**src/rtl/pcd_pkg.sv**
```systemverilog
package pcd_pkg;

    // Register indexes of the configuration port
    localparam logic [1:0] REG_LEVEL_MAX    = 2'd0;
    localparam logic [1:0] REG_LEVEL_MIN    = 2'd1;
    localparam logic [1:0] REG_RAMP_DIVIDER = 2'd2;

    // Reset values of the configuration registers
    localparam logic [7:0] RST_LEVEL_MAX    = 8'd200;
    localparam logic [7:0] RST_LEVEL_MIN    = 8'd20;
    localparam logic [7:0] RST_RAMP_DIVIDER = 8'd7;

    // Mode codes of an input word
    localparam logic [1:0] MODE_TICK = 2'd0;
    localparam logic [1:0] MODE_ZC   = 2'd1;

    // Command queue between front and core
    localparam int QDEPTH = 2;
    localparam int QPW    = 1;
    localparam int QCW    = 2;

    typedef enum logic [1:0] {
        OP_TICK,
        OP_ZC,
        OP_CMD
    } t_op;

    typedef struct packed {
        logic [1:0] channel;
        t_op        op;
        logic       in_range;
        logic       zc;
        logic       light;
        logic       sweep;
        logic       ld_level;
        logic       ld_target;
        logic [7:0] value;
        logic       ramp_req;
    } t_cmd;

    typedef struct packed {
        logic           valid;
        logic [QCW-1:0] cnt;
    } t_q_stat;

    typedef struct packed {
        logic       cycle_started;
        logic       gate_window;
        logic       step_pending;
        logic [7:0] phase_count;
        logic [7:0] div_count;
        logic [7:0] level;
        logic [7:0] target;
        logic       sweep_dir;
        logic       ramp_active;
        logic       gate;
    } t_chan;

endpackage

```
**src/rtl/phase_cut_dimmer_with_ramp.sv**
```systemverilog
// Trailing-edge phase dimmer for up to CHANNELS mains channels. Each input word
// addresses one channel and carries level/target loads, a ramp request and
// one event (timer tick, zero-cross edge, or commands only); it yields exactly
// one result word with that channel's gate, level, ramp and sweep status.
// One word is taken per clock cycle when the output is not stalled; a result
// passes first through the two-word command queue and then through the
// channel update that feeds the output register. The per-channel state is
// read, updated and written back in the cycle the word leaves the queue,
// so words for the same channel may follow each other without a gap.
// Configuration writes are taken every cycle (o_cfg_ready is always high).
module phase_cut_dimmer_with_ramp #(
    parameter int CHANNELS = 3
) (
    input  logic       i_clk,
    input  logic       i_rst_n,
    input  logic       i_cfg_valid,
    output logic       o_cfg_ready,
    input  logic [1:0] i_cfg_index,
    input  logic [7:0] i_cfg_data,
    input  logic       i_valid,
    output logic       o_ready,
    input  logic [1:0] i_channel,
    input  logic [1:0] i_mode,
    input  logic       i_zero_cross_level,
    input  logic       i_light_on,
    input  logic       i_sweep_enable,
    input  logic       i_load_level,
    input  logic       i_load_target,
    input  logic [7:0] i_value,
    input  logic       i_ramp_request,
    output logic       o_valid,
    input  logic       i_ready,
    output logic [1:0] o_out_channel,
    output logic       o_gate_on,
    output logic [7:0] o_level_now,
    output logic       o_ramp_busy,
    output logic       o_sweep_down,
    output logic       o_cycle_running
);
    import pcd_pkg::*;

    t_cmd    w_cmd;
    t_q_stat w_stat;
    logic    w_pop;

    assign o_cfg_ready = 1'b1;

    pcd_front #(
        .CHANNELS (CHANNELS)
    ) u_front (
        .i_clk              (i_clk),
        .i_rst_n            (i_rst_n),
        .i_valid            (i_valid),
        .o_ready            (o_ready),
        .i_channel          (i_channel),
        .i_mode             (i_mode),
        .i_zero_cross_level (i_zero_cross_level),
        .i_light_on         (i_light_on),
        .i_sweep_enable     (i_sweep_enable),
        .i_load_level       (i_load_level),
        .i_load_target      (i_load_target),
        .i_value            (i_value),
        .i_ramp_request     (i_ramp_request),
        .o_cmd              (w_cmd),
        .i_cmd_pop          (w_pop),
        .o_stat             (w_stat)
    );

    pcd_core #(
        .CHANNELS (CHANNELS)
    ) u_core (
        .i_clk           (i_clk),
        .i_rst_n         (i_rst_n),
        .i_cfg_valid     (i_cfg_valid),
        .i_cfg_index     (i_cfg_index),
        .i_cfg_data      (i_cfg_data),
        .i_cmd           (w_cmd),
        .i_stat          (w_stat),
        .o_cmd_pop       (w_pop),
        .o_valid         (o_valid),
        .i_ready         (i_ready),
        .o_out_channel   (o_out_channel),
        .o_gate_on       (o_gate_on),
        .o_level_now     (o_level_now),
        .o_ramp_busy     (o_ramp_busy),
        .o_sweep_down    (o_sweep_down),
        .o_cycle_running (o_cycle_running)
    );

`ifndef SYNTHESIS
    // queue never overfills
    a_q_bound: assert property (@(posedge i_clk) disable iff (!i_rst_n)
        32'(w_stat.cnt) <= QDEPTH)
        else $error("command queue overfilled");

    // no bubble: a queued word moves on whenever the output register is free
    a_no_bubble: assert property (@(posedge i_clk) disable iff (!i_rst_n)
        (w_stat.valid && !o_valid) |-> w_pop)
        else $error("queued word not taken while output free");

    // a word for a channel that does not exist reports all-zero status
    a_bad_channel: assert property (@(posedge i_clk) disable iff (!i_rst_n)
        (o_valid && (32'(o_out_channel) >= CHANNELS)) |->
        (!o_gate_on && (o_level_now == 8'd0) && !o_ramp_busy &&
         !o_sweep_down && !o_cycle_running))
        else $error("out-of-range channel result not cleared");
`endif

endmodule

```
**src/rtl/pcd_front.sv**
```systemverilog
module pcd_front #(
    parameter int CHANNELS = 3
) (
    input  logic            i_clk,
    input  logic            i_rst_n,
    input  logic            i_valid,
    output logic            o_ready,
    input  logic [1:0]      i_channel,
    input  logic [1:0]      i_mode,
    input  logic            i_zero_cross_level,
    input  logic            i_light_on,
    input  logic            i_sweep_enable,
    input  logic            i_load_level,
    input  logic            i_load_target,
    input  logic [7:0]      i_value,
    input  logic            i_ramp_request,
    output pcd_pkg::t_cmd   o_cmd,
    input  logic            i_cmd_pop,
    output pcd_pkg::t_q_stat o_stat
);
    import pcd_pkg::*;

    t_cmd           r_q [QDEPTH];
    logic [QPW-1:0] r_wr_ptr;
    logic [QPW-1:0] r_rd_ptr;
    logic [QCW-1:0] r_cnt;
    t_cmd           w_cmd;
    logic           w_push;

    // classify the incoming word
    always_comb begin
        w_cmd           = '0;
        w_cmd.channel   = i_channel;
        w_cmd.in_range  = (32'(i_channel) < CHANNELS);
        w_cmd.zc        = i_zero_cross_level;
        w_cmd.light     = i_light_on;
        w_cmd.sweep     = i_sweep_enable;
        w_cmd.ld_level  = i_load_level;
        w_cmd.ld_target = i_load_target;
        w_cmd.value     = i_value;
        w_cmd.ramp_req  = i_ramp_request;
        case (i_mode)
            MODE_TICK: w_cmd.op = OP_TICK;
            MODE_ZC:   w_cmd.op = OP_ZC;
            default:   w_cmd.op = OP_CMD;   // commands only, mode three too
        endcase
    end

    assign o_ready = (r_cnt != QCW'(QDEPTH));
    assign w_push  = i_valid && o_ready;

    // queue storage
    always_ff @(posedge i_clk) begin
        if (w_push) begin
            r_q[r_wr_ptr] <= w_cmd;
        end
    end

    // queue pointers and fill count
    always_ff @(posedge i_clk) begin
        if (!i_rst_n) begin
            r_wr_ptr <= '0;
            r_rd_ptr <= '0;
            r_cnt    <= '0;
        end else begin
            if (w_push) begin
                r_wr_ptr <= r_wr_ptr + 1'b1;
            end
            if (i_cmd_pop) begin
                r_rd_ptr <= r_rd_ptr + 1'b1;
            end
            case ({w_push, i_cmd_pop})
                2'b10:   r_cnt <= r_cnt + 1'b1;
                2'b01:   r_cnt <= r_cnt - 1'b1;
                default: r_cnt <= r_cnt;
            endcase
        end
    end

    assign o_cmd        = r_q[r_rd_ptr];
    assign o_stat.valid = (r_cnt != '0);
    assign o_stat.cnt   = r_cnt;

endmodule

```
**src/rtl/pcd_core.sv**
```systemverilog
module pcd_core #(
    parameter int CHANNELS = 3
) (
    input  logic             i_clk,
    input  logic             i_rst_n,
    input  logic             i_cfg_valid,
    input  logic [1:0]       i_cfg_index,
    input  logic [7:0]       i_cfg_data,
    input  pcd_pkg::t_cmd    i_cmd,
    input  pcd_pkg::t_q_stat i_stat,
    output logic             o_cmd_pop,
    output logic             o_valid,
    input  logic             i_ready,
    output logic [1:0]       o_out_channel,
    output logic             o_gate_on,
    output logic [7:0]       o_level_now,
    output logic             o_ramp_busy,
    output logic             o_sweep_down,
    output logic             o_cycle_running
);
    import pcd_pkg::*;

    localparam int CW = (CHANNELS > 1) ? $clog2(CHANNELS) : 1;

    // channel state after reset: idle, level and target at the reset level_max
    localparam t_chan CHAN_RST = '{
        cycle_started: 1'b0,
        gate_window:   1'b0,
        step_pending:  1'b0,
        phase_count:   8'd0,
        div_count:     8'd0,
        level:         RST_LEVEL_MAX,
        target:        RST_LEVEL_MAX,
        sweep_dir:     1'b0,
        ramp_active:   1'b0,
        gate:          1'b0
    };

    logic [7:0]    r_level_max;
    logic [7:0]    r_level_min;
    logic [7:0]    r_ramp_div;
    t_chan         r_chan [CHANNELS];
    logic          r_valid;
    logic [1:0]    r_out_channel;
    t_chan         r_out;

    logic [CW+1:0] w_ch_ext;
    logic [CW-1:0] w_idx;
    t_chan         w_cur;
    t_chan         n_chan;
    logic [8:0]    w_next_phase;
    logic [8:0]    w_phase_end;
    logic [8:0]    w_next_div;

    // configuration registers
    always_ff @(posedge i_clk) begin
        if (!i_rst_n) begin
            r_level_max <= RST_LEVEL_MAX;
            r_level_min <= RST_LEVEL_MIN;
            r_ramp_div  <= RST_RAMP_DIVIDER;
        end else if (i_cfg_valid) begin
            case (i_cfg_index)
                REG_LEVEL_MAX:    r_level_max <= i_cfg_data;
                REG_LEVEL_MIN:    r_level_min <= i_cfg_data;
                REG_RAMP_DIVIDER: r_ramp_div  <= i_cfg_data;
                default:          ;
            endcase
        end
    end

    // take a word whenever the output register is free or drains this cycle
    assign o_cmd_pop = i_stat.valid && (!r_valid || i_ready);

    assign w_ch_ext = {{CW{1'b0}}, i_cmd.channel};
    assign w_idx    = w_ch_ext[CW-1:0];
    assign w_cur    = r_chan[w_idx];

    // per-word channel update: commands first, then the event
    always_comb begin
        n_chan       = w_cur;
        w_next_phase = '0;
        w_phase_end  = {1'b0, r_level_max} + 9'd1;
        w_next_div   = '0;

        if (i_cmd.ld_level)  n_chan.level       = i_cmd.value;
        if (i_cmd.ld_target) n_chan.target      = i_cmd.value;
        if (i_cmd.ramp_req)  n_chan.ramp_active = 1'b1;
        if (!i_cmd.light)    n_chan.gate        = 1'b0;

        case (i_cmd.op)
            OP_ZC: begin
                if (!n_chan.cycle_started && i_cmd.zc) begin
                    n_chan.cycle_started = 1'b1;
                    n_chan.gate_window   = 1'b1;
                    if (i_cmd.light) n_chan.gate = 1'b1;
                end
            end
            OP_TICK: begin
                // phase counter ends the half-cycle at level_max+1
                if (n_chan.cycle_started) begin
                    w_next_phase = {1'b0, n_chan.phase_count} + 9'd1;
                    if (w_next_phase >= w_phase_end) begin
                        n_chan.phase_count   = '0;
                        n_chan.cycle_started = 1'b0;
                    end else begin
                        n_chan.phase_count = w_next_phase[7:0];
                    end
                end
                if (n_chan.gate_window) begin
                    // trailing edge: gate off once the count reaches the level
                    if (n_chan.phase_count >= n_chan.level) begin
                        n_chan.gate_window  = 1'b0;
                        n_chan.step_pending = 1'b1;
                        if (i_cmd.light) n_chan.gate = 1'b0;
                    end
                end else if (n_chan.step_pending) begin
                    w_next_div          = {1'b0, n_chan.div_count} + 9'd1;
                    n_chan.step_pending = 1'b0;
                    if (w_next_div >= {1'b0, r_ramp_div}) begin
                        n_chan.div_count = '0;
                        if (i_cmd.sweep) begin
                            if (!n_chan.sweep_dir) begin
                                if (n_chan.level < r_level_max)
                                    n_chan.level = n_chan.level + 8'd1;
                                else
                                    n_chan.sweep_dir = 1'b1;
                            end else begin
                                if (n_chan.level > r_level_min)
                                    n_chan.level = n_chan.level - 8'd1;
                                else
                                    n_chan.sweep_dir = 1'b0;
                            end
                        end else if (n_chan.ramp_active) begin
                            if (n_chan.level < n_chan.target)
                                n_chan.level = n_chan.level + 8'd1;
                            else if (n_chan.level > n_chan.target)
                                n_chan.level = n_chan.level - 8'd1;
                            else
                                n_chan.ramp_active = 1'b0;
                        end
                    end else begin
                        n_chan.div_count = w_next_div[7:0];
                    end
                end
            end
            default: ;
        endcase
    end

    // channel state
    always_ff @(posedge i_clk) begin
        if (!i_rst_n) begin
            for (int i = 0; i < CHANNELS; i++) begin
                r_chan[i] <= CHAN_RST;
            end
        end else if (o_cmd_pop && i_cmd.in_range) begin
            r_chan[w_idx] <= n_chan;
        end
    end

    // result register
    always_ff @(posedge i_clk) begin
        if (!i_rst_n) begin
            r_valid <= 1'b0;
        end else if (o_cmd_pop) begin
            r_valid <= 1'b1;
        end else if (i_ready) begin
            r_valid <= 1'b0;
        end
    end

    always_ff @(posedge i_clk) begin
        if (o_cmd_pop) begin
            r_out_channel <= i_cmd.channel;
            r_out         <= i_cmd.in_range ? n_chan : '0;
        end
    end

    assign o_valid         = r_valid;
    assign o_out_channel   = r_out_channel;
    assign o_gate_on       = r_out.gate;
    assign o_level_now     = r_out.level;
    assign o_ramp_busy     = r_out.ramp_active;
    assign o_sweep_down    = r_out.sweep_dir;
    assign o_cycle_running = r_out.cycle_started;

endmodule

```
**config.mk**
```make
export PLATFORM = sky130hd
export DESIGN_NAME = phase_cut_dimmer_with_ramp
export DESIGN_NICKNAME = d
export VERILOG_FILES = /design/src/rtl/pcd_pkg.sv /design/src/rtl/phase_cut_dimmer_with_ramp.sv /design/src/rtl/pcd_front.sv /design/src/rtl/pcd_core.sv
export SDC_FILE = /design/constraint.sdc
export NUM_CORES = 1
export LEC_CHECK = 0
export ABC_AREA = 0
export BUFFER_PORTS_ARGS = -buffer_cell sky130_fd_sc_hd__buf_2
export CAP_MARGIN = 20
export CORE_ASPECT_RATIO = 0.8
export CORE_MARGIN = 10
export CORE_UTILIZATION = 59
export CTS_BUF_LIST = sky130_fd_sc_hd__clkbuf_16
export DETAILED_ROUTE_END_ITERATION = 12
export MAX_ROUTING_LAYER = met4
export PLACE_DENSITY = 0.77
export SKIP_LAST_GASP = 1
export SLEW_MARGIN = 20
export SYNTH_ARGS = -nofsm -noshare
export SYNTH_HDL_FRONTEND = slang
export SYNTH_HIERARCHICAL = 1
export SYNTH_SLANG_ARGS = --single-unit
```
**constraint.sdc**
```tcl
create_clock -name i_clk -period 6.7 [get_ports i_clk]
set_input_delay 0.335 -clock i_clk [delete_from_list [all_inputs] [get_ports i_clk]]
set_output_delay 0.335 -clock i_clk [all_outputs]
set_load 0.02 [all_outputs]
```
== Word-level counts from Yosys, hierarchy flattened ==
Memory sizes are Yosys's and may differ from the RTL's. A register that Yosys moved wholly into a read port is not among the register bits.
Index checks and enable logic that the tools add are counted.

* Bits in registers: 43
* Memory bits (writable): 152
* Output and inout bits: 17
* Logic and storage cells: 115
* Memories: 2

* $add $sub $neg: 9
* Magnitude comparators: 8
* Equal/unequal tests: 7
* Muxes and demuxes: 59
* Reduce and logical (&&, ||, !) cells: 17

{| class="wikitable"
|+ Memories
! memory !! depth !! width !! read ports !! clocked after Yosys merged registers in !! wr ports !! line !! source
|-
| u_core.r_chan || 3 || 38 || 1 || 0 || 3 || pcd_core.sv:42 || <nowiki>t_chan r_chan [CHANNELS];</nowiki>
|-
| u_front.r_q || 2 || 19 || 1 || 1 || 1 || pcd_front.sv:23 || <nowiki>t_cmd r_q [QDEPTH];</nowiki>
|}

{| class="wikitable"
|+ Operators by type and width
! operator !! count
|-
| $mux W8 || 14
|-
| $mux W38 || 1
|-
| $reduce_or A38 Y1 || 1
|-
| $mux W16 || 2
|-
| $mux W1 || 30
|-
| $add A8 B1 Y9 const B || 3
|-
| $mux W25 || 1
|-
| $gt A8 B8 Y1 || 2
|-
| $lt A8 B8 Y1 || 2
|-
| $mux W2 || 7
|-
| $pmux W2 S2 || 3
|-
| $ge A9 B8 Y1 || 1
|-
| $ge A9 B9 Y1 || 1
|-
| $add A8 B1 Y8 const B || 1
|-
| $eq A2 B1 Y1 const B || 4
|-
| $ge A8 B8 Y1 || 1
|-
| $sub A8 B1 Y8 const B || 1
|-
| $logic_not A2 Y1 || 3
|-
| $reduce_and A2 Y1 || 3
|-
| $reduce_bool A2 Y1 || 3
|-
| $eq A2 B2 Y1 const B || 2
|-
| $logic_and A1 B1 Y1 || 4
|-
| $add A1 B1 Y1 const B || 2
|-
| $add A2 B1 Y2 const B || 1
|-
| other kinds (6) || 7
|}

== Logic depth before layout (Yosys ltp) ==
Gate-level depths: netlist (run 1).
An unclocked memory read counts as a cell.

* Depth after elaboration: 12
* Depth in mapped cells: 27

== By module ==
Netlist (run 1), hierarchy kept.

{| class="wikitable"
|+ Modules (own cells, without submodules)
! module !! instances !! cells an instance !! area an instance (µm²) !! sequential area each (µm²)
|-
| pcd_core || 1 || 943 || 10644.0 || 5485.3
|-
| pcd_front || 1 || 85 || 1609.0 || 1241.2
|-
| phase_cut_dimmer_with_ramp || 1 || 2 || 11.3 || 0.0
|}

== Worst setup path before layout (run 1) ==
Ideal clock, no wire load.

* Path type: reg2reg
* From: register (tool-made name)
* To: memory u_core/r_chan[2][35] (netlist name) (data pin)
* Arrival time: 5473 ps
* Slack: 962 ps
* Cell stages (with the launch flop): 28
* Buffers on the path: 6
* Period minus slack after synthesis: 5738 ps
* Cell sequence: dfxtp_1 -> buf_2 -> mux2_2 -> buf_4 -> buf_4 -> buf_2 -> buf_4 -> mux4_2 -> nand3_1 -> or3_1 -> nand2_1 -> ha_1 -> and2_1 -> o21ai_0 -> o21ai_0 -> o22ai_1 -> clkbuf_1 -> nor3b_1 -> a21oi_1 -> ha_1 -> nand2b_1 -> a21o_1 -> a21o_1 -> a211oi_1 -> o21ai_0 -> a21oi_1 -> o21a_1 -> nor2_1

{| class="wikitable"
|+ RTL lines
! element !! line
|-
| to (decl) || pcd_core.sv:42
|}

==> implementation parameters, run 1 <==
Parameter                              Value

STA
  Fin Clk Skew ... between 15 and 20 ps
  Count of endpoints failing setup in the final report ... 0
  Worst slew slack as a fraction of its limit ... 31.7%
  Time the worst path needs with I/O delays and setup ... 5510 ps
  Unrepaired setup endpoints after global routing ... false
  Total negative slack ... 0 ps
  Final Hold Viols ... 0
  Max-slew violation total from the final report ... 0
  Transition at the pin with the smallest max-transition slack ... slightly above 1000 ps
  Final critical-path share of the clock period ... approximately 82%
  Fmax ... ~0.18 GHz

Global route
  Via count of the first global-routing pass ... 8,012
  First-pass GRT wire length ... roughly 46 mm
  Maximum number of pins on one net before global-route repair ... 39
  Overall overflow remaining after global route ... 0
  Number of antenna violations at the first check in global routing ... 0
  Aggregate global-route resource usage ... 21.8%

Yosys
  Compound-gate portion of the synthesized area ... around 10%
  Multiplexer fraction of the synthesized cell area ... between 10% and 20%
  Register bit count reported by yosys ... approximately 230
  Seq/Total Area, Yosys ... 54.8%
  Distinct cell type count after synthesis ... between 70 and 80
  Post-synthesis instance area ... 0.0123 mm²
  Post-Syn Area per Cell ... around 12 µm²
  Simple-gate portion of the synthesized area ... roughly 12%
  Main combinational cell family by area after synthesis ... simple AND/OR/NAND/NOR gates
  EDFF count, synth ... 204
  Post-Synthesis Net Count ... roughly 1,100
  Dominant register cell in the synthesized netlist ... edfxtp_1
  Share of flip-flops with an asynchronous set or reset after synthesis ... 0%
  Number of warnings reported in the yosys synthesis log ... 6
  Cell count after synthesis ... between 1,000 and 1,500
  Xor/xnor cell area share of the yosys netlist ... under 10%
  Area share of fa/ha/maj cells after synthesis ... under 10%

Critical path
  Crit-path most repeated cell ... o21ai_0
  Crit path launch type ... flop
  CP max stage cell ... mux2_2
  Cell family contributing the most delay on the critical path ... compound AO/OA/AOI/OAI gates
  Worst flop-to-flop path endpoint ... u_core/r_chan[2][35]$_SDFFCE_PN0P_
  Combined buffer and inverter count along the critical path ... 2
  CP Cell Sequence ... buf_4 > mux2_2 > mux4_2 > nand3_1 > or3_1 > nand2_1 > ha_1 > and2_1 > o21ai_0 > o21ai_0 > o22ai_1 > buf_4 > nor3b_1 > a21oi_1 > ha_1 > nand2b_1 > a21o_1 > a21o_1 > a211oi_1 > o21ai_0 > a21oi_1 > o21a_1 > nor2_1
  Worst path required time ... between 6000 and 7000 ps
  Register-to-register setup slack ... between 1000 and 1500 ps
  Data arrival time of the critical path ... about 5800 ps
  Critical setup path kind ... reg -> reg
  Delay of the slowest critical-path stage ... about 470 ps
  Number of cells on the worst reg-to-reg path ... 23
  Endpoint class of the critical path ... flop
  Maximum fanout count along the critical path ... 18

Power
  Portion of total power attributed to sequential cells ... 33.9%
  Worst ir drop on vdd ... approximately 0.32 mV
  Part of the total power dissipated in combinational logic ... between 40% and 50%
  Internal power contribution ... between 3000 and 4000 µW
  Switch share ... about two fifths
  PwrDens ... around 410 mW/mm²
  Power spent charging and discharging nets ... ~2200 µW
  Overall power of the completed layout ... 5530 µW
  Clock share of power ... 21.3%
  Cell leakage power ... 0.00520 µW

Clocking
  Post-CTS resize count ... 0
  CTS root buf ... clkbuf_16
  Clock latency of the later-clocked register in the worst-skew pair ... just over 500 ps
  Clock-pin slew of the registers on the worst-case setup and hold paths ... around 60 ps
  Clock tree sinks ... 234
  Clock tree buffer depth ... 3
  CTS tree ... yes
  Clock buffers created by TritonCTS ... 23
  Max H-tree Level ... 1

Placement
  Inst Count DP ... approximately 1,300
  Final HPWL from detailed placement ... about 20 mm
  Port Buffers ... 48
  Final GP Congestion ... 0.974

Floorplanning
  Count of boundary I/O pins ... 50
  Starting Density ... between 50% and 60%
  Die Span Y ... roughly 150 µm
  Area of the core ... 0.0206 mm²
  Number of standard-cell rows in the floorplan ... 47
  Die boundary width ... 181 µm
  Area of the die ... roughly 0.027 mm²

Hold path
  Worst min-delay path startpoint ... i_zero_cross_level
  Hold Crit Class ... in -> reg
  Instance count along the most critical hold path ... 1
  End point of the most critical hold path ... u_front/r_q[0][13]$_DFFE_PP_

Finish
  Total Nets Final ... between 1,000 and 1,500
  Fraction of layout instances using a drive strength above 1 ... 16.3%
  Antenna diode count ... 0
  Post-layout instance count excluding filler cells ... approximately 1,400
  Synthesis-to-finish area growth ... 10.1%
  Filler cell count in the final layout ... 1,558

Drt
  DRC errors left ... 0
  Number of nets with antenna violations after detailed routing ... 0
  Number of violations reported at the end of detailed-routing iteration 0 ... about 860
  1st-pass router iterations ... 8
  Vias post-DR ... 8,348
  Via count normalized by instance count ... about 6.1
  Average wire per cell in the routed design ... 21.2 µm
  Wire length reported by the detailed router ... between 20 and 30 mm

Job
  Max capacitance violation total ... 0

Outcome
  Run status ... finished, final reports clean
[kinds of logic after synthesis]
group                      count (synthesis)
AOI/OAI and AO/OA                        178
buffers and inverters                    122
muxes                                     91
other                                      1
adders and majority gates                 54
DFF                                      234
and+or+nand+nor                          329
xor gates and xnor gates                  21
[routing by layer]
layer	wire length (µm)	GRT usage [%]	share of wire, %
met5	0	-	0
met4	582	4.91	2.0
met3	2740	4.85	9.5
met2	12500	31.8	43
met1	13000	30.8	45
[synthesized netlist by cell type, drive strengths merged (3+ instances only)]
cell type | count | share of area, %
and2 | 14 | 0.71
buf | 20 | 1.1
nand3b | 3 | 0.18
mux4 | 34 | 6.2
a21boi | 3 | 0.18
mux2 | 21 | 1.9
ha | 54 | 5.5
mux2i | 36 | 3.1
a22o | 5 | 0.36
a21o | 11 | 0.67
nand2b | 9 | 0.46
a31oi | 8 | 0.46
nor2b | 24 | 1.2
a211o | 5 | 0.36
a22oi | 8 | 0.49
inv | 76 | 2.3
o21a | 7 | 0.43
nand4 | 9 | 0.46
o21bai | 4 | 0.24
o21ai | 34 | 1.4
o22ai | 5 | 0.26
a221oi | 11 | 0.79
xor2 | 3 | 0.21
edfxtp | 204 | 50
nor4 | 3 | 0.15
dfxtp | 30 | 4.9
a21oi | 40 | 1.7
nand3 | 25 | 1.1
clkbuf | 25 | 0.77
nor2 | 129 | 3.9
xnor2 | 18 | 1.3
or2 | 8 | 0.41
and3 | 7 | 0.36
or3 | 7 | 0.36
a211oi | 4 | 0.35
nand2 | 71 | 2.2
o211ai | 9 | 0.55
nor3 | 17 | 0.69
[cell type report]
class | instances | area [µm²] | area share (%)
sequential | 234 | 6730 | 49.8
multi-input combinational | 674 | 5050 | 37.4
clock buffer | 23 | 576 | 4.26
timing repair buffer | 68 | 415 | 3.08
tap | 269 | 337 | 2.49
inverter | 77 | 290 | 2.15
clock inverter | 18 | 105 | 0.779
[through the flow]
step | cell area (µm²) | hold slack [ps] | setup WS (ps) | util (%)
after global placement | 12800 | 483 | 1270 | 62.0
after global routing | 13500 | 5.74 | 812 | 65.6
after CTS | 13500 | 1.11 | 1170 | 65.5
after detailed placement | 12800 | 496 | 1200 | 62.0
after floorplan | 12300 | 434 | 962 | -
final | 13500 | 18.5 | 1190 | 65.6
[state kept, by name (all words and copies together) (netlist names), 2 cells and up, named ones only]
name	cells
u_core/r_chan	152
u_front/r_q	38
u_core/o_level_now	8
u_core/r_level_max	8
u_core/r_level_min	8
u_core/r_ramp_div	8
u_core/o_out_channel	2
u_front/r_cnt	2
[power groups by stage]
stage / Clock (µW) / Combinational (µW) / Sequential, µW
CTS: 1200 / 2450 / 1880
finish: 1180 / 2480 / 1880
floorplan: 0 / 1770 / 1950
detailed placement: 0 / 2430 / 1910
global route: 1260 / 2730 / 1890
global placement: 0 / 2400 / 1900
[repair_timing]
action                     in CTS  in global routing
setup endpoints to repair       0                  0
setup buffers                   0                  0
hold buffers                    5                  0
hold endpoints to repair       10                  0
[cell usage in the layout, fill, tap and decap left out, drive strengths merged, types with 14 or more instances in the layout]
| cell type | synthesis | final |
|---|---|---|
| edfxtp | 204 | 204 |
| nor2 | 129 | 129 |
| inv | 76 | 86 |
| nand2 | 71 | 71 |
| buf | 20 | 63 |
| ha | 54 | 54 |
| a21oi | 40 | 40 |
| mux2i | 36 | 36 |
| mux4 | 34 | 34 |
| o21ai | 34 | 34 |
| dfxtp | 30 | 30 |
| nand3 | 25 | 25 |
| nor2b | 24 | 24 |
| clkbuf | 25 | 23 |
| mux2 | 21 | 21 |
| xnor2 | 18 | 18 |
| nor3 | 17 | 17 |
| and2 | 14 | 14 |
[worst max path at each step]
stage | startpoint | end | slack (ps) | cells past startpoint
floorplan | flop | u_core/r_chan[2][35]$_SDFFCE_PN0P_ | 960 | 27
global placement | flop | u_core/r_chan[2][35]$_SDFFCE_PN0P_ | 1270 | 21
detailed placement | flop | u_core/r_chan[2][35]$_SDFFCE_PN0P_ | 1200 | 21
CTS | flop | u_core/r_chan[2][35]$_SDFFCE_PN0P_ | 1170 | 21
global route | flop | u_core/r_chan[2][35]$_SDFFCE_PN0P_ | 810 | 21
finish | flop | u_core/r_chan[2][35]$_SDFFCE_PN0P_ | 1190 | 23
Power figures use the tool's default switching activity.
==> run 2: changes to the inputs <==
- CORE_UTILIZATION: 59 -> 56
- PLACE_DENSITY: 0.77 -> 0.76
- clock period: 6.7 -> 4.85 ns (I/O delays scaled with it)
==> implementation parameters, run 2 (synthesized netlist as in run 1, its figures left out) <==
Parameter                              Value

Job
  Max capacitance violation total ... 0 (unchanged)

Finish
  Register containing the most flip-flops in the final layout ... u_core/r_chan (unchanged)
  Sequential cell area ... 0.00673 mm² (about the same)
  Fraction of layout instances using a drive strength above 1 ... 21.7% (was 16.3%)
  Antenna diode count ... 0 (unchanged)
  Top Registers ... u_core/r_chan: 152 flops, u_front/r_q: 38 flops (unchanged)
  Synthesis-to-finish area growth ... 15.7% (was 10.1%)
  Total Nets Final ... 1,218 (was 1,165)
  Most common cell after layout, fill and taps aside ... edfxtp_1 (unchanged)
  Commonest non-fill, non-tap cells in the layout ... 204 x edfxtp_1, 127 x nor2_1, 77 x inv_1 (was 204 x edfxtp_1, 129 x nor2_1, 84 x inv_1)
  Multi-input gate area ... 0.00520 mm² (was 0.00505 mm²)
  Design area ... 0.0142 mm² (was 0.0135 mm²)
  Number of flip-flops under the largest register name ... 152 (unchanged)
  Filler cell count in the final layout ... 1,552 (was 1,558)
  Share of the core filled with cells in the final layout ... 65.8% (was 65.6%)

STA
  Transition at the pin with the smallest max-transition slack ... 973 ps (was 1020 ps)
  Least setup slack across all paths after layout ... 196 ps (was 1190 ps)
  Fin Clk Skew ... 14.6 ps (was 16.0 ps)
  Hold_ws ... 14.7 ps (was 18.5 ps)
  Worst slew slack as a fraction of its limit ... 35.2% (was 31.7%)
  Final Hold Viols ... 0 (unchanged)
  Unrepaired setup endpoints after global routing ... true (was false)
  Max-slew violation total from the final report ... 0 (unchanged)
  Count of endpoints failing setup in the final report ... 0 (unchanged)
  Fmax ... 0.215 GHz (was 0.181 GHz)
  Time the worst path needs with I/O delays and setup ... 4650 ps (was 5510 ps)
  Final critical-path share of the clock period ... 96.0% (was 82.3%)
  Total negative slack ... 0 ps (unchanged)

Clocking
  Clock buffers created by TritonCTS ... 24 (was 23)
  CTS tree ... yes (unchanged)
  Max H-tree Level ... 1 (unchanged)
  Clock tree sinks ... 234 (unchanged)
  CTS root buf ... clkbuf_16 (unchanged)
  Clock-pin slew of the registers on the worst-case setup and hold paths ... 60 ps (about the same)
  Clock latency of the later-clocked register in the worst-skew pair ... 530 ps (was 510 ps)
  Clock tree buffer depth ... 3 (unchanged)

Placement
  Final GP Congestion ... 0.997 (was 0.974)
  Final HPWL from detailed placement ... 20.7 mm (was 19.7 mm)
  Placement Setup Slack ... 161 ps (was 1200 ps)
  Placed Area ... 0.0131 mm² (was 0.0128 mm²)
  Port Buffers ... 48 (unchanged)

Critical path
  Endpoint class of the critical path ... flop (unchanged)
  WP depth ... 21 (was 23)
  Worst setup path end ... u_core/r_chan[0][35]$_SDFFCE_PN0P_ (was u_core/r_chan[2][35]$_SDFFCE_PN0P_)
  Worst path required time ... 5110 ps (was 6940 ps)
  Crit path launch type ... flop (unchanged)
  Number of cells on the worst reg-to-reg path ... 21 (was 23)
  Worst flop-to-flop path endpoint ... u_core/r_chan[0][35]$_SDFFCE_PN0P_ (was u_core/r_chan[2][35]$_SDFFCE_PN0P_)
  Delay of the slowest critical-path stage ... 480 ps (was 470 ps)
  Cell family contributing the most delay on the critical path ... compound AO/OA/AOI/OAI gates (unchanged)
  CP Cell Sequence ... mux2_4 > mux4_2 > ha_4 > nand3_4 > or3_4 > nand2_1 > ha_1 > nand3_1 > o21ai_1 > o22ai_4 > nor3b_2 > a21oi_1 > ha_1 > nand2b_4 > a21o_1 > a21o_1 > a211oi_2 > o21ai_1 > a21oi_2 > o21a_1 > nor2_1 (was buf_4 > mux2_2 > mux4_2 > nand3_1 > or3_1 > nand2_1 > ha_1 > and2_1 > o21ai_0 > o21ai_0 > o22ai_1 > buf_4 > nor3b_1 > a21oi_1 > ha_1 > nand2b_1 > a21o_1 > a21o_1 > a211oi_1 > o21ai_0 > a21oi_1 > o21a_1 > nor2_1)
  Data arrival time of the critical path ... 4910 ps (was 5750 ps)
  Combined buffer and inverter count along the critical path ... 0 (was 2)
  Register-to-register setup slack ... 200 ps (was 1190 ps)
  Critical setup path kind ... reg -> reg (unchanged)
  CP max stage cell ... mux4_2 (was mux2_2)
  Maximum fanout count along the critical path ... 7 (was 18)

Drt
  Vias post-DR ... 8,754 (was 8,348)
  Number of nets with antenna violations after detailed routing ... 0 (unchanged)
  Number of violations reported at the end of detailed-routing iteration 0 ... 1,185 (was 857)
  Wire length reported by the detailed router ... 30.5 mm (was 28.9 mm)
  Via count normalized by instance count ... 6.15 (was 6.12)
  Average wire per cell in the routed design ... 21.4 µm (was 21.2 µm)
  DRC errors left ... 0 (unchanged)
  1st-pass router iterations ... 6 (was 8)

Hold path
  Hold Crit Class ... in -> reg (unchanged)
  Instance count along the most critical hold path ... 3 (was 1)

Floorplanning
  Area of the die ... 0.0283 mm² (was 0.0270 mm²)
  Starting Density ... 56.9% (was 59.6%)
  Number of standard-cell rows in the floorplan ... 48 (was 47)
  Area of the core ... 0.0216 mm² (was 0.0206 mm²)
  Die boundary width ... 185 µm (was 181 µm)
  Count of boundary I/O pins ... 50 (unchanged)
  Die Span Y ... 152 µm (was 149 µm)

Global route
  Aggregate global-route resource usage ... 21.9% (was 21.8%)
  First-pass GRT wire length ... 47.6 mm (was 45.5 mm)
  Overall overflow remaining after global route ... 0 (unchanged)
  Number of antenna violations at the first check in global routing ... 1 (was 0)
  Maximum number of pins on one net before global-route repair ... 43 (was 39)
  Via count of the first global-routing pass ... 8,510 (was 8,012)

Power
  PwrDens ... 587 mW/mm² (was 410 mW/mm²)
  Worst ir drop on vdd ... 0.361 mV (was 0.318 mV)
  Cell leakage power ... 0.00549 µW (was 0.00520 µW)

Outcome
  Run status ... finished, final reports clean (unchanged)
[run 2: changes by cell type in the layout (fill, tap and decap cells not counted), sizes merged]
cell,before,now
clkinvlp,1,3
clkinv,7,11
bufinv,1,2
buf,63,103
clkbuf,23,25
dlygate4sd3,5,17
inv,86,80
[run 2: metrics by stage]
step	total power, µW	instances
after floorplan	5260	1030
after global placement	6230	1349
after detailed placement	6300	1349
after CTS	8160	1410
after global routing	8790	1424
final	8320	1424
[run 2: repair_timing]
item	CTS	global route
buffers inserted	0	14
hold endpoints to repair	34	0
hold buffers	17	0
setup endpoints to repair	0	22
resized for setup	0	17
[run 2: worst min-delay path by stage]
stage	startpoint	endpoint	slack [ps]
after floorplan	i_ramp_request	u_front/r_q[0][0]$_DFFE_PP_	340
after global placement	i_ramp_request	u_front/r_q[0][0]$_DFFE_PP_	430
after detailed placement	i_zero_cross_level	u_front/r_q[1][13]$_DFFE_PP_	430
after CTS	i_cfg_data[5]	u_core/r_level_max[5]$_SDFFE_PN0P_	8
after global routing	i_cfg_data[7]	u_core/r_level_max[7]$_SDFFE_PN1P_	20
final	i_cfg_data[5]	u_core/r_ramp_div[5]$_SDFFE_PN0P_	10
[run 2: final cells by class]
type	count	share of cell area [%]
multi-input cells	674	36.6
well taps	275	2.42
flip-flops and latches	234	47.4
clock buffers	25	4.41
clock inverters	19	1.06
inverters	77	2.05
repair buffers	120	6.00
[run 2: where the power goes]
part / switching (µW) / total, µW / internal (µW) / leakage, µW
combinational: 2370 / 3900 / 1520 / 0.00291
clock: 785 / 1830 / 1040 / 0.000385
sequential: 68.6 / 2600 / 2530 / 0.00220
[run 2: worst min-delay path: stages]
cell     delay, ps
buf_2          100
mux2i_1         60
nor2b_1         90
[run 2: layer usage]
layer	up-vias	global-route usage [%]	wire length, µm
met5	-	-	0
met4	0	5.26	556
met3	56	5.65	2860
met2	363	30.8	13400
met1	4327	31.0	13700
li1	4008	-	-
